File: src/hw/rtl/assert_macros.svh
// assertion helpers, empty bodies when SYNTH is defined
`ifndef ASSERT_MACROS_SVH
`define ASSERT_MACROS_SVH
`ifndef SYNTH
`define ASSERT_RST(lbl, clk, rst_n, prop, msg) \
  lbl: assert property (@(posedge clk) disable iff (!rst_n) prop) else $error(msg);
`define ASSERT_ALWAYS(lbl, clk, prop, msg) \
  lbl: assert property (@(posedge clk) prop) else $error(msg);
`else
`define ASSERT_RST(lbl, clk, rst_n, prop, msg)
`define ASSERT_ALWAYS(lbl, clk, prop, msg)
`endif
`endif

File: src/hw/rtl/ort_pkg.sv
`default_nettype none

package ort_pkg;

  typedef enum logic [1:0] {
    OpAdd    = 2'd0,
    OpRemove = 2'd1,
    OpLookup = 2'd2,
    OpNone   = 2'd3
  } op_e;

  typedef enum logic [2:0] {
    StOk        = 3'd0,
    StFull      = 3'd1,
    StProtected = 3'd2,
    StNoEntry   = 3'd3,
    StNoRoute   = 3'd4
  } status_e;

  typedef enum logic [2:0] {
    S_IDLE,
    S_ADD_SCAN,
    S_ADD_LAST,
    S_REM_SCAN,
    S_LOOK_SCAN
  } state_e;

  typedef struct packed {
    logic [31:0] net;
    logic [31:0] mask;
    logic [31:0] hop;
    logic        direct;
  } route_t;

endpackage

`default_nettype wire

File: src/hw/rtl/ort_ram.sv
`default_nettype none

module ort_ram #(
  parameter int unsigned Width = 8,
  parameter int unsigned Depth = 16
) (
  input  wire logic                     clk_i,
  input  wire logic                     we_i,
  input  wire logic [$clog2(Depth)-1:0] waddr_i,
  input  wire logic [Width-1:0]         wdata_i,
  input  wire logic                     re_i,
  input  wire logic [$clog2(Depth)-1:0] raddr_i,
  output logic      [Width-1:0]         rdata_o
);

  logic [Width-1:0] mem_q [Depth];

  always_ff @(posedge clk_i) begin
    if (we_i) begin
      mem_q[waddr_i] <= wdata_i;
    end
    if (re_i) begin
      rdata_o <= mem_q[raddr_i];
    end
  end

endmodule

`default_nettype wire

File: src/hw/rtl/ordered_route_table_core.sv
`default_nettype none
`include "assert_macros.svh"

// Ordered IPv4 route table, one command per start beat while busy is low.
// Entries live in a single-port-read RAM and are walked one entry per
// cycle: a lookup reads from position 0 until the first match, an add walks
// down from the last route shifting entries back until it finds its slot,
// a remove reads its position and then closes up the entries behind it.
// A command that walks the table keeps busy high until it finishes;
// a full-table add, a bad position, an empty-table lookup and an unknown
// op finish without raising busy. The result beat appears on done_o
// for one cycle in the cycle after busy drops and cannot be held off, so
// the receiver must take it then; a new start may be given in that cycle.
module ordered_route_table_core #(
  parameter int unsigned TABLE_DEPTH = 16
) (
  input  wire logic                             clk_i,
  input  wire logic                             rst_ni,
  input  wire logic                             start,
  input  wire logic [1:0]                       op_i,
  input  wire logic [31:0]                      dest_net_i,
  input  wire logic [31:0]                      net_mask_i,
  input  wire logic [31:0]                      hop_addr_i,
  input  wire logic                             is_direct_i,
  input  wire logic [$clog2(TABLE_DEPTH)-1:0]   entry_pos_i,
  input  wire logic [31:0]                      lookup_addr_i,
  output logic                                  busy,
  output logic                                  done_o,
  output logic [2:0]                            status_o,
  output logic [31:0]                           next_hop_o,
  output logic [$clog2(TABLE_DEPTH+1)-1:0]      entry_count_o
);

  localparam int unsigned IdxW   = $clog2(TABLE_DEPTH);
  localparam int unsigned CntW   = $clog2(TABLE_DEPTH + 1);
  localparam int unsigned RouteW = $bits(ort_pkg::route_t);

  ort_pkg::state_e  state_q, state_d;
  logic [CntW-1:0]  count_q, count_d;
  logic [IdxW-1:0]  ptr_q, ptr_d;
  logic             more_q, more_d;
  logic             rvalid_q;
  logic [IdxW-1:0]  raddr_q;
  ort_pkg::route_t  new_q;
  logic [IdxW-1:0]  pos_q;
  logic [31:0]      addr_q;
  logic             done_q;
  ort_pkg::status_e status_q;
  logic [31:0]      hop_out_q;

  logic             accept;
  logic             rd_en;
  logic [IdxW-1:0]  rd_addr;
  logic             wr_en;
  logic [IdxW-1:0]  wr_addr;
  ort_pkg::route_t  wr_data;
  logic [RouteW-1:0] rdata_raw;
  ort_pkg::route_t  rdata;
  logic             fin;
  ort_pkg::status_e fin_status;
  logic [31:0]      fin_hop;
  logic             stop;
  logic             match;
  logic             full;
  logic             empty;
  logic [IdxW-1:0]  last_idx;

  assign accept   = start && !busy;
  assign busy     = (state_q != ort_pkg::S_IDLE);
  assign rdata    = ort_pkg::route_t'(rdata_raw);
  assign full     = (count_q == CntW'(TABLE_DEPTH));
  assign empty    = (count_q == '0);
  assign last_idx = IdxW'(count_q - CntW'(1));
  // static route stops the downward walk at a direct entry or a mask not shorter
  assign stop     = !new_q.direct && (rdata.direct || (rdata.mask >= new_q.mask));
  assign match    = ((addr_q & rdata.mask) == rdata.net);

  ort_ram #(
    .Width (RouteW),
    .Depth (TABLE_DEPTH)
  ) u_ram (
    .clk_i   (clk_i),
    .we_i    (wr_en),
    .waddr_i (wr_addr),
    .wdata_i (wr_data),
    .re_i    (rd_en),
    .raddr_i (rd_addr),
    .rdata_o (rdata_raw)
  );

  always_comb begin
    rd_en      = 1'b0;
    rd_addr    = ptr_q;
    wr_en      = 1'b0;
    wr_addr    = raddr_q;
    wr_data    = rdata;
    fin        = 1'b0;
    fin_status = ort_pkg::StOk;
    fin_hop    = '0;
    count_d    = count_q;
    ptr_d      = ptr_q;
    more_d     = more_q;
    case (state_q)
      ort_pkg::S_IDLE: begin
        if (accept) begin
          case (ort_pkg::op_e'(op_i))
            ort_pkg::OpAdd: begin
              if (full) begin
                fin        = 1'b1;
                fin_status = ort_pkg::StFull;
              end else if (!empty) begin
                ptr_d  = last_idx;
                more_d = 1'b1;
              end
            end
            ort_pkg::OpRemove: begin
              if (CntW'(entry_pos_i) >= count_q) begin
                fin        = 1'b1;
                fin_status = ort_pkg::StNoEntry;
              end else begin
                ptr_d  = IdxW'(entry_pos_i);
                more_d = 1'b1;
              end
            end
            ort_pkg::OpLookup: begin
              if (empty) begin
                fin        = 1'b1;
                fin_status = ort_pkg::StNoRoute;
              end else begin
                ptr_d  = '0;
                more_d = 1'b1;
              end
            end
            default: begin
              fin = 1'b1;
            end
          endcase
        end
      end
      ort_pkg::S_ADD_SCAN: begin
        rd_en = more_q;
        if (ptr_q == '0) begin
          more_d = 1'b0;
        end else begin
          ptr_d = ptr_q - IdxW'(1);
        end
        if (rvalid_q) begin
          // every returned entry lands one place back, or the new route does
          wr_en   = 1'b1;
          wr_addr = raddr_q + IdxW'(1);
          if (stop) begin
            wr_data = new_q;
            fin     = 1'b1;
            count_d = count_q + CntW'(1);
          end
        end
      end
      ort_pkg::S_ADD_LAST: begin
        wr_en   = 1'b1;
        wr_addr = '0;
        wr_data = new_q;
        fin     = 1'b1;
        count_d = count_q + CntW'(1);
      end
      ort_pkg::S_REM_SCAN: begin
        rd_en = more_q;
        if (ptr_q == last_idx) begin
          more_d = 1'b0;
        end else begin
          ptr_d = ptr_q + IdxW'(1);
        end
        if (rvalid_q) begin
          if (raddr_q == pos_q) begin
            if (rdata.direct) begin
              fin        = 1'b1;
              fin_status = ort_pkg::StProtected;
            end else if (raddr_q == last_idx) begin
              fin     = 1'b1;
              count_d = count_q - CntW'(1);
            end
          end else begin
            wr_en   = 1'b1;
            wr_addr = raddr_q - IdxW'(1);
            if (raddr_q == last_idx) begin
              fin     = 1'b1;
              count_d = count_q - CntW'(1);
            end
          end
        end
      end
      ort_pkg::S_LOOK_SCAN: begin
        rd_en = more_q;
        if (ptr_q == last_idx) begin
          more_d = 1'b0;
        end else begin
          ptr_d = ptr_q + IdxW'(1);
        end
        if (rvalid_q) begin
          if (match) begin
            fin     = 1'b1;
            fin_hop = rdata.hop;
          end else if (raddr_q == last_idx) begin
            fin        = 1'b1;
            fin_status = ort_pkg::StNoRoute;
          end
        end
      end
      default: begin
      end
    endcase
    if (fin) begin
      rd_en  = 1'b0;
      more_d = 1'b0;
    end
  end

  always_comb begin
    state_d = state_q;
    case (state_q)
      ort_pkg::S_IDLE: begin
        if (accept && !fin) begin
          case (ort_pkg::op_e'(op_i))
            ort_pkg::OpAdd:    state_d = empty ? ort_pkg::S_ADD_LAST : ort_pkg::S_ADD_SCAN;
            ort_pkg::OpRemove: state_d = ort_pkg::S_REM_SCAN;
            ort_pkg::OpLookup: state_d = ort_pkg::S_LOOK_SCAN;
            default:           state_d = ort_pkg::S_IDLE;
          endcase
        end
      end
      ort_pkg::S_ADD_SCAN: begin
        if (fin) begin
          state_d = ort_pkg::S_IDLE;
        end else if (rvalid_q && (raddr_q == '0)) begin
          state_d = ort_pkg::S_ADD_LAST;
        end
      end
      ort_pkg::S_ADD_LAST,
      ort_pkg::S_REM_SCAN,
      ort_pkg::S_LOOK_SCAN: begin
        if (fin) begin
          state_d = ort_pkg::S_IDLE;
        end
      end
      default: begin
        state_d = ort_pkg::S_IDLE;
      end
    endcase
  end

  always_ff @(posedge clk_i or negedge rst_ni) begin
    if (!rst_ni) begin
      state_q  <= ort_pkg::S_IDLE;
      count_q  <= '0;
      more_q   <= 1'b0;
      rvalid_q <= 1'b0;
      done_q   <= 1'b0;
    end else begin
      state_q  <= state_d;
      count_q  <= count_d;
      more_q   <= more_d;
      rvalid_q <= rd_en;
      done_q   <= fin;
    end
  end

  always_ff @(posedge clk_i) begin
    ptr_q   <= ptr_d;
    raddr_q <= rd_addr;
    if (accept) begin
      new_q.net    <= dest_net_i;
      new_q.mask   <= net_mask_i;
      new_q.hop    <= is_direct_i ? 32'd0 : hop_addr_i;
      new_q.direct <= is_direct_i;
      pos_q        <= IdxW'(entry_pos_i);
      addr_q       <= lookup_addr_i;
    end
    if (fin) begin
      status_q  <= fin_status;
      hop_out_q <= fin_hop;
    end
  end

  assign done_o        = done_q;
  assign status_o      = status_q;
  assign next_hop_o    = hop_out_q;
  assign entry_count_o = count_q;

  `ASSERT_RST(a_done_not_busy, clk_i, rst_ni, (done_o |-> !busy), "result beat while busy")
  `ASSERT_RST(a_count_bound, clk_i, rst_ni, (count_q <= CntW'(TABLE_DEPTH)), "route count above depth")
  `ASSERT_RST(a_full_add, clk_i, rst_ni, ((accept && (op_i == ort_pkg::OpAdd) && full) |=> (done_o && (status_o == ort_pkg::StFull) && $stable(count_q))), "full add not refused")
  `ASSERT_RST(a_wr_range, clk_i, rst_ni, (wr_en |-> (CntW'(wr_addr) <= count_q)), "write beyond table end")

endmodule

`default_nettype wire

File: config.mk
export PLATFORM = sky130hd
export DESIGN_NAME = ordered_route_table_core
export DESIGN_NICKNAME = d
export VERILOG_FILES = /design/src/hw/rtl/ort_pkg.sv /design/src/hw/rtl/ort_ram.sv /design/src/hw/rtl/ordered_route_table_core.sv
export VERILOG_INCLUDE_DIRS = /design/src /design/src/hw/rtl
export SDC_FILE = /design/constraint.sdc
export NUM_CORES = 2
export LEC_CHECK = 0
export ABC_AREA = 0
export BUFFER_PORTS_ARGS = -buffer_cell sky130_fd_sc_hd__buf_2
export CORE_MARGIN = 5
export CORE_UTILIZATION = 40
export CTS_CLUSTER_DIAMETER = 40
export CTS_CLUSTER_SIZE = 8
export DETAILED_ROUTE_END_ITERATION = 10
export PLACE_DENSITY = 0.62
export SYNTH_ARGS = -nofsm -noshare
export SYNTH_HDL_FRONTEND = slang
export SYNTH_SLANG_ARGS = --single-unit
File: constraint.sdc
create_clock -name clk_i -period 11.1 [get_ports clk_i]
set_input_delay 2.22 -clock clk_i [delete_from_list [all_inputs] [get_ports clk_i]]
set_output_delay 2.22 -clock clk_i [all_outputs]
set_load 0.1 [all_outputs]
* Yosys cells after proc, flatten, opt, wreduce, memory -nomap -nowiden
Memories as Yosys holds them, arrays and structs flattened. A register that Yosys moved wholly into a read port is not among the register bits. Index checks and enable logic that the tools add are counted. Widths: inputs -> output; s select.
Operators by class: bitwise logic cells 1, $lt $le $gt $ge 2, equality and inequality tests 32, add/sub/neg operators 6, muxes and demuxes 73, reductions and logical operators 25
Operators by type and width (number):
- $mux 97 | 2
- $pmux 97 s2 | 1
- $mux 4 | 10
- $pmux 3 s3 | 4
- $pmux 4 s3 | 3
- $and 32x32->32 | 1
- $eq 32x32->1 | 1
- $ge 32x32->1 | 1
- $mux 5 | 6
- $mux 1 | 27
- $mux 3 | 9
- $ne 3x3->1 const B | 8
- $ne 2x2->1 const B | 8
- $pmux 5 s3 | 1
- $eq 4x4->1 | 3
- $pmux 1 s3 | 4
- $mux 2 | 5
- $reduce_and 9->1 | 1
- $reduce_bool 3->1 | 3
- $add 4x1->4 const B | 2
- $logic_not 4->1 | 2
- $ne 4x4->1 const B | 2
- $sub 4x1->4 const B | 2
- $reduce_and 7->1 | 1
- 24 further kinds | 32
Storage, ports and cells: output and inout port bits 42, register bits 187, bits in writable memories 1552, bits of input ports 138, memories 1, word-level logic and storage cells 155
Memory list:
- u_ram.mem_q | words 16, width 97, read ports 1, clocked after memory_dff 1, write ports 1, line ort_ram.sv:16 | logic [Width-1:0] mem_q [Depth];

* Longest topological paths before layout
word-level depth 11, depth in mapped cells 12, mapped depth without buffers 10

* Modules after synthesis
Synthesis repeated with hierarchy kept, for this count alone.
Unflattened totals: cell total of the unflattened synthesis 3263, area total of the unflattened synthesis 70994.3 µm²
By module, submodules not included:
- ort_ram | seq. area each 49517.5 µm², instances 1, cells each 2484, area each 60838.3 µm²
- ordered_route_table_core | seq. area each 5520.3 µm², instances 1, cells each 779, area each 10156.0 µm²

* Worst setup path after synthesis
OpenSTA, ideal clock, no wires.
path type in2reg, start point in start, end point reg rvalid_q, stages on the path 5, slack -1.836 ns, required time 10.294 ns, path buffers 0, data arrival time 12.130 ns, cell sequence nand2_1 inv_1 o21ai_0 nand3_1 nor3_1
On the way: longest elaborated chain between the ends 4
Ends and longest elaborated chain:
- start: declaration | line ordered_route_table_core.sv:19 | input wire logic start,
- $logic_and 1x1->1 | line ordered_route_table_core.sv:68 | assign accept = start && !busy;
- named net accept | line ordered_route_table_core.sv:51 | logic accept;
- $mux 1 | line ordered_route_table_core.sv:105 | if (accept) begin
- $pmux 1 s5 | line ordered_route_table_core.sv:103 | case (state_q)
- named net fin | line ordered_route_table_core.sv:59 | logic fin;
- $mux 1 | line ordered_route_table_core.sv:211 | if (fin) begin
- named net rd_en | line ordered_route_table_core.sv:52 | logic rd_en;
- end signal: assignment | line ordered_route_table_core.sv:261 | rvalid_q <= rd_en;
- end: declaration | line ordered_route_table_core.sv:42 | logic rvalid_q;
The timed path passes the listed nets, and every way through them passes these cells. A chain may end at the register's enable or synchronous reset.

* Worst setup path in the final report
start point reg state_q[2], end point mem u_ram.mem_q[11][80] (netlist name), enable pin
On the way: longest elaborated chain between the ends 4, elaborated cells between the ends (all ways) 7, those cells by class eq/ne: 3; mux: 4
Ends and longest elaborated chain:
- start: declaration | line ordered_route_table_core.sv:38 | ort_pkg::state_e state_q, state_d;
- start signal: assignment | line ordered_route_table_core.sv:252 | state_q <= ort_pkg::S_IDLE;
- start signal: assignment | line ordered_route_table_core.sv:258 | state_q <= state_d;
- $eq 3x2->1 / $eq 3x1->1 (equally long branches) | line ordered_route_table_core.sv:103
- $pmux 1 s3 | line ordered_route_table_core.sv:103
- $mux 1 | line ort_ram.sv:19 | if (we_i) begin
- $mux 1 (not written as such) | line ort_ram.sv:20 | mem_q[waddr_i] <= wdata_i;
- end: declaration | line ort_ram.sv:16
Several ways; a longest one is shown, not always the timed one.

==> flow_summary.rst <==
.. list-table::
   :header-rows: 1

   * - Metric
     - Value
   * - Post-Syn Nets
     - 3324
   * - Number of cells on the worst reg-to-reg path
     - 9
   * - Unrepaired setup endpoints after global routing
     - false
   * - FF-to-FF End
     - u_ram.mem_q[11][80]$_DFFE_PP_
   * - Yosys cell types
     - 73
   * - Max capacitance violation total
     - 0
   * - Finish-stage setup viols
     - 0
   * - Yosys warnings
     - 0
   * - Hold Crit Endpoint
     - next_hop_o[31]$_SDFFCE_PN0P_
   * - Synthesized area per cell
     - 22.7 um^2
   * - Net count of the finished layout
     - about 3700
   * - Most numerous cell types in the synthesized netlist
     - edfxtp_1 (1821), mux4_2 (427), mux2_2 (124)
   * - Max Slew Vio Count
     - 0
   * - Commonest register cell after synthesis
     - edfxtp_1
   * - Proportion of synthesized chip area in sequential cells
     - 77.4%
   * - TritonCTS Sinks
     - between 1500 and 2000
   * - Worst Path Required
     - 11.57 ns
   * - HPWL Detailed
     - 88.7 mm
   * - Detailed-routing iteration count for the pre-antenna-repair pass
     - 5
   * - Final-report hold violation count
     - 0
   * - Transition time at the pin with the least slew margin
     - 1.11 ns
   * - Main area contributors after synthesis
     - edfxtp_1 (77%), mux4_2 (14%), mux2_2 (2.0%)
   * - FF+latch count, synth
     - 1836
   * - Register-to-register setup slack
     - 5.96 ns
   * - Crit share post-route
     - between 40% and 50%
   * - CTS clk-pin slew, worst paths
     - 0.05 ns
   * - Post-Syn Area
     - 71100 um^2
   * - Hold Path Depth
     - 1
   * - Overall track demand over capacity in global routing
     - 18.8%
   * - Number of antenna violations at the first check in global routing
     - 11
   * - Number of top-level pins
     - between 150 and 200
   * - Pre-CTS setup slack
     - between 5 and 6 ns
   * - Total detailed-routing wirelength
     - 176 mm
   * - Max Freq
     - 194 MHz
   * - Smallest setup slack after layout
     - 5.96 ns
   * - Post-CTS setup buffer count
     - 0
   * - Post-route DRC
     - 0
   * - Area share of the largest cell type after synthesis
     - between 70% and 80%
   * - Pin count of the biggest net entering global routing
     - 126
   * - Classification of the worst setup path
     - reg -> reg
   * - Inserted Clock Buffers
     - 303
   * - Leading area contributor after synthesis
     - edfxtp_1
   * - Maximum clock skew at final layout
     - ~0.066 ns
   * - Clock Path Buffers
     - 4
   * - Die outline area
     - 186000 um^2
   * - Later-pin clock latency in the skew report
     - around 0.91 ns
   * - Proportion of register bits with asynchronous set or reset after synthesis
     - 0.599%
   * - Horizontal extent of the die
     - around 430 um
   * - H-tree depth
     - 5
   * - Routed wire length per instance
     - between 20 and 30 um
   * - Via count normalized by instance count
     - between 5 and 6
   * - Grt ovf
     - 0
   * - Number of global-route vias before repair
     - between 30000 and 40000
   * - Wire length of the first global-routing pass
     - between 200 and 300 mm
   * - CTS tree
     - yes
   * - Most frequent cell after synthesis
     - edfxtp_1
   * - Share of final-layout standard cells stronger than drive strength 1
     - approximately a third
   * - CTS hold repair buffers
     - 0
   * - Slew margin rel.
     - between 20% and 30%
   * - Antenna viol nets, final
     - 0
   * - Number of cells produced by synthesis
     - 3137
   * - Power per Cell Area
     - 292 nW/um^2
   * - Core Area
     - 176000 um^2
   * - IO buf count
     - 179
   * - Maximum resistive drop on vdd
     - between 0.2 and 0.25 mV
   * - Data arrival, critical path
     - 5.62 ns
   * - Gpl congestion
     - 0.770
   * - Leakage component of the power
     - 0.0270 uW
   * - Area added between synthesis and finish
     - 17.1%
   * - Standard-cell row count
     - 154
   * - Root buffer cell
     - clkbuf_16
   * - Critical path launch point type
     - flop
   * - Effective utilization at floorplan
     - between 40 and 50%
   * - Status
     - finished, final reports clean
   * - Resized Gates After CTS
     - 0
   * - Number of DRC markers in iteration 0
     - 3344
   * - Min Hold Slack
     - approximately 0.54 ns
   * - Height of the die
     - 432 um
   * - Vias
     - 33700
   * - Hold/Removal Path Class
     - reg -> reg
   * - # fillers
     - roughly 14000
   * - Endpoint type of the worst setup path
     - flop
   * - CP max FO
     - 43
   * - Critical hold path startpoint
     - u_ram.rdata_o[32]$_DFFE_PP_
   * - Number of enable flip-flop cells after synthesis
     - 1821
   * - Reg-to-reg critical path startpoint
     - state_q[2]$_DFFE_PN0P_
   * - Min Tclk post-route
     - 5.14 ns
   * - Setup total negative slack
     - 0 ns
## power breakdown
part           switching, uW  internal (uW)
combinational           3850           2530
sequential               454           9530
clock                   2850           5070
## flip-flops by register name, indices dropped and copies added, names as in the netlist, 3 cells and up
name           count
u_ram.mem_q     1552
new_q             97
u_ram.rdata_o     97
addr_q            32
next_hop_o        32
entry_count_o      5
pos_q              4
ptr_q              4
raddr_q            4
state_q            3
status_o           3
## worst max-delay path by stage
stage	slack, ns	to	start	cells past startpoint
2_1_floorplan	1.27	u_ram.rdata_o[0]$_DFFE_PP_	start	5
3_3_place_gp	5.67	u_ram.rdata_o[71]$_DFFE_PP_	entry_pos_i[0]	12
3_5_place_dp	5.80	u_ram.rdata_o[71]$_DFFE_PP_	entry_pos_i[0]	12
4_1_cts	5.94	u_ram.mem_q[11][80]$_DFFE_PP_	state_q[2]$_DFFE_PN0P_	9
5_1_grt	5.72	u_ram.mem_q[3][19]$_DFFE_PP_	state_q[2]$_DFFE_PN0P_	9
6_report	5.96	u_ram.mem_q[11][80]$_DFFE_PP_	state_q[2]$_DFFE_PN0P_	9
## layout make-up
cell class	instances	area [um^2]	area share, %
antenna	3	7.51	0.00902
multi-input combinational	1105	15300	18.4
clock inverter	58	507	0.609
tap	2340	2930	3.52
clock buffer	338	7800	9.37
timing repair buffer	237	1440	1.73
inverter	49	189	0.227
sequential	1836	55000	66.1
## cell families after synthesis
family | count (synthesis) | synth area share [%]
multiplexers | 610 | 16.3
AO/OA/AOI/OAI | 194 | 1.98
buffers and inverters | 196 | 1.19
XOR/XNOR | 22 | 0.322
AND/OR/NAND/NOR | 230 | 1.86
flip-flops | 1836 | 77.4
adder cells (fa/ha/maj) | 49 | 0.873
## layout by cell type (no fill, tap or decap), types with 16 or more instances in the layout
| master | Yosys | routed |
|---|---|---|
| edfxtp_1 | 1821 | 1821 |
| a21oi_1 | 40 | 40 |
| mux2i_1 | 59 | 59 |
| ha_1 | 48 | 48 |
| nand3_1 | 18 | 17 |
| clkbuf_1 | 80 | 31 |
| nor2b_1 | 38 | 37 |
| nor2_1 | 33 | 17 |
| nand2_1 | 32 | 32 |
| mux2_2 | 124 | 124 |
| nor2_4 | 0 | 16 |
| clkinv_1 | 0 | 18 |
| inv_1 | 48 | 47 |
| a221o_1 | 31 | 31 |
| o22ai_1 | 29 | 29 |
| clkinv_2 | 0 | 20 |
| buf_4 | 3 | 49 |
| and3_1 | 19 | 19 |
| mux4_2 | 427 | 427 |
| clkbuf_16 | 0 | 307 |
| buf_2 | 21 | 179 |
| xnor2_1 | 17 | 17 |
| and2_1 | 34 | 34 |
## metal layers
| layer | routed length [um] | vias to the layer above | GRT usage, % |
|---|---|---|---|
| met1 | 71500 | 18100 | 25.4 |
| met2 | 86600 | 1300 | 30.5 |
| met5 | 13 | - | 0 |
| met3 | 12000 | 265 | 3.80 |
| li1 | - | 14000 | - |
| met4 | 5960 | 2 | 7.12 |
## critical path, cell delays in order (launching register included)
cell and delay, ns:
dfrtp_1 0.81, and2b_1 0.34, nand2_1 0.22, nor2_1 0.11, a221oi_1 0.34, a21oi_1 0.14, or2_2 0.42, nor2_4 0.53
buf_4 0.89, buf_4 0.86
## stage by stage
step / power [uW] / util (%) / cells / instance area, um^2
floorplan: 14600 / - / 3137 / 71100
global placement: 16500 / 42.5 / 5567 / 74900
detailed placement: 16600 / 42.5 / 5567 / 74900
CTS: 24500 / 47.2 / 5963 / 83200
global route: 25300 / 47.2 / 5965 / 83200
finish: 24300 / 47.2 / 5966 / 83300
Power figures use the tool's default switching activity.
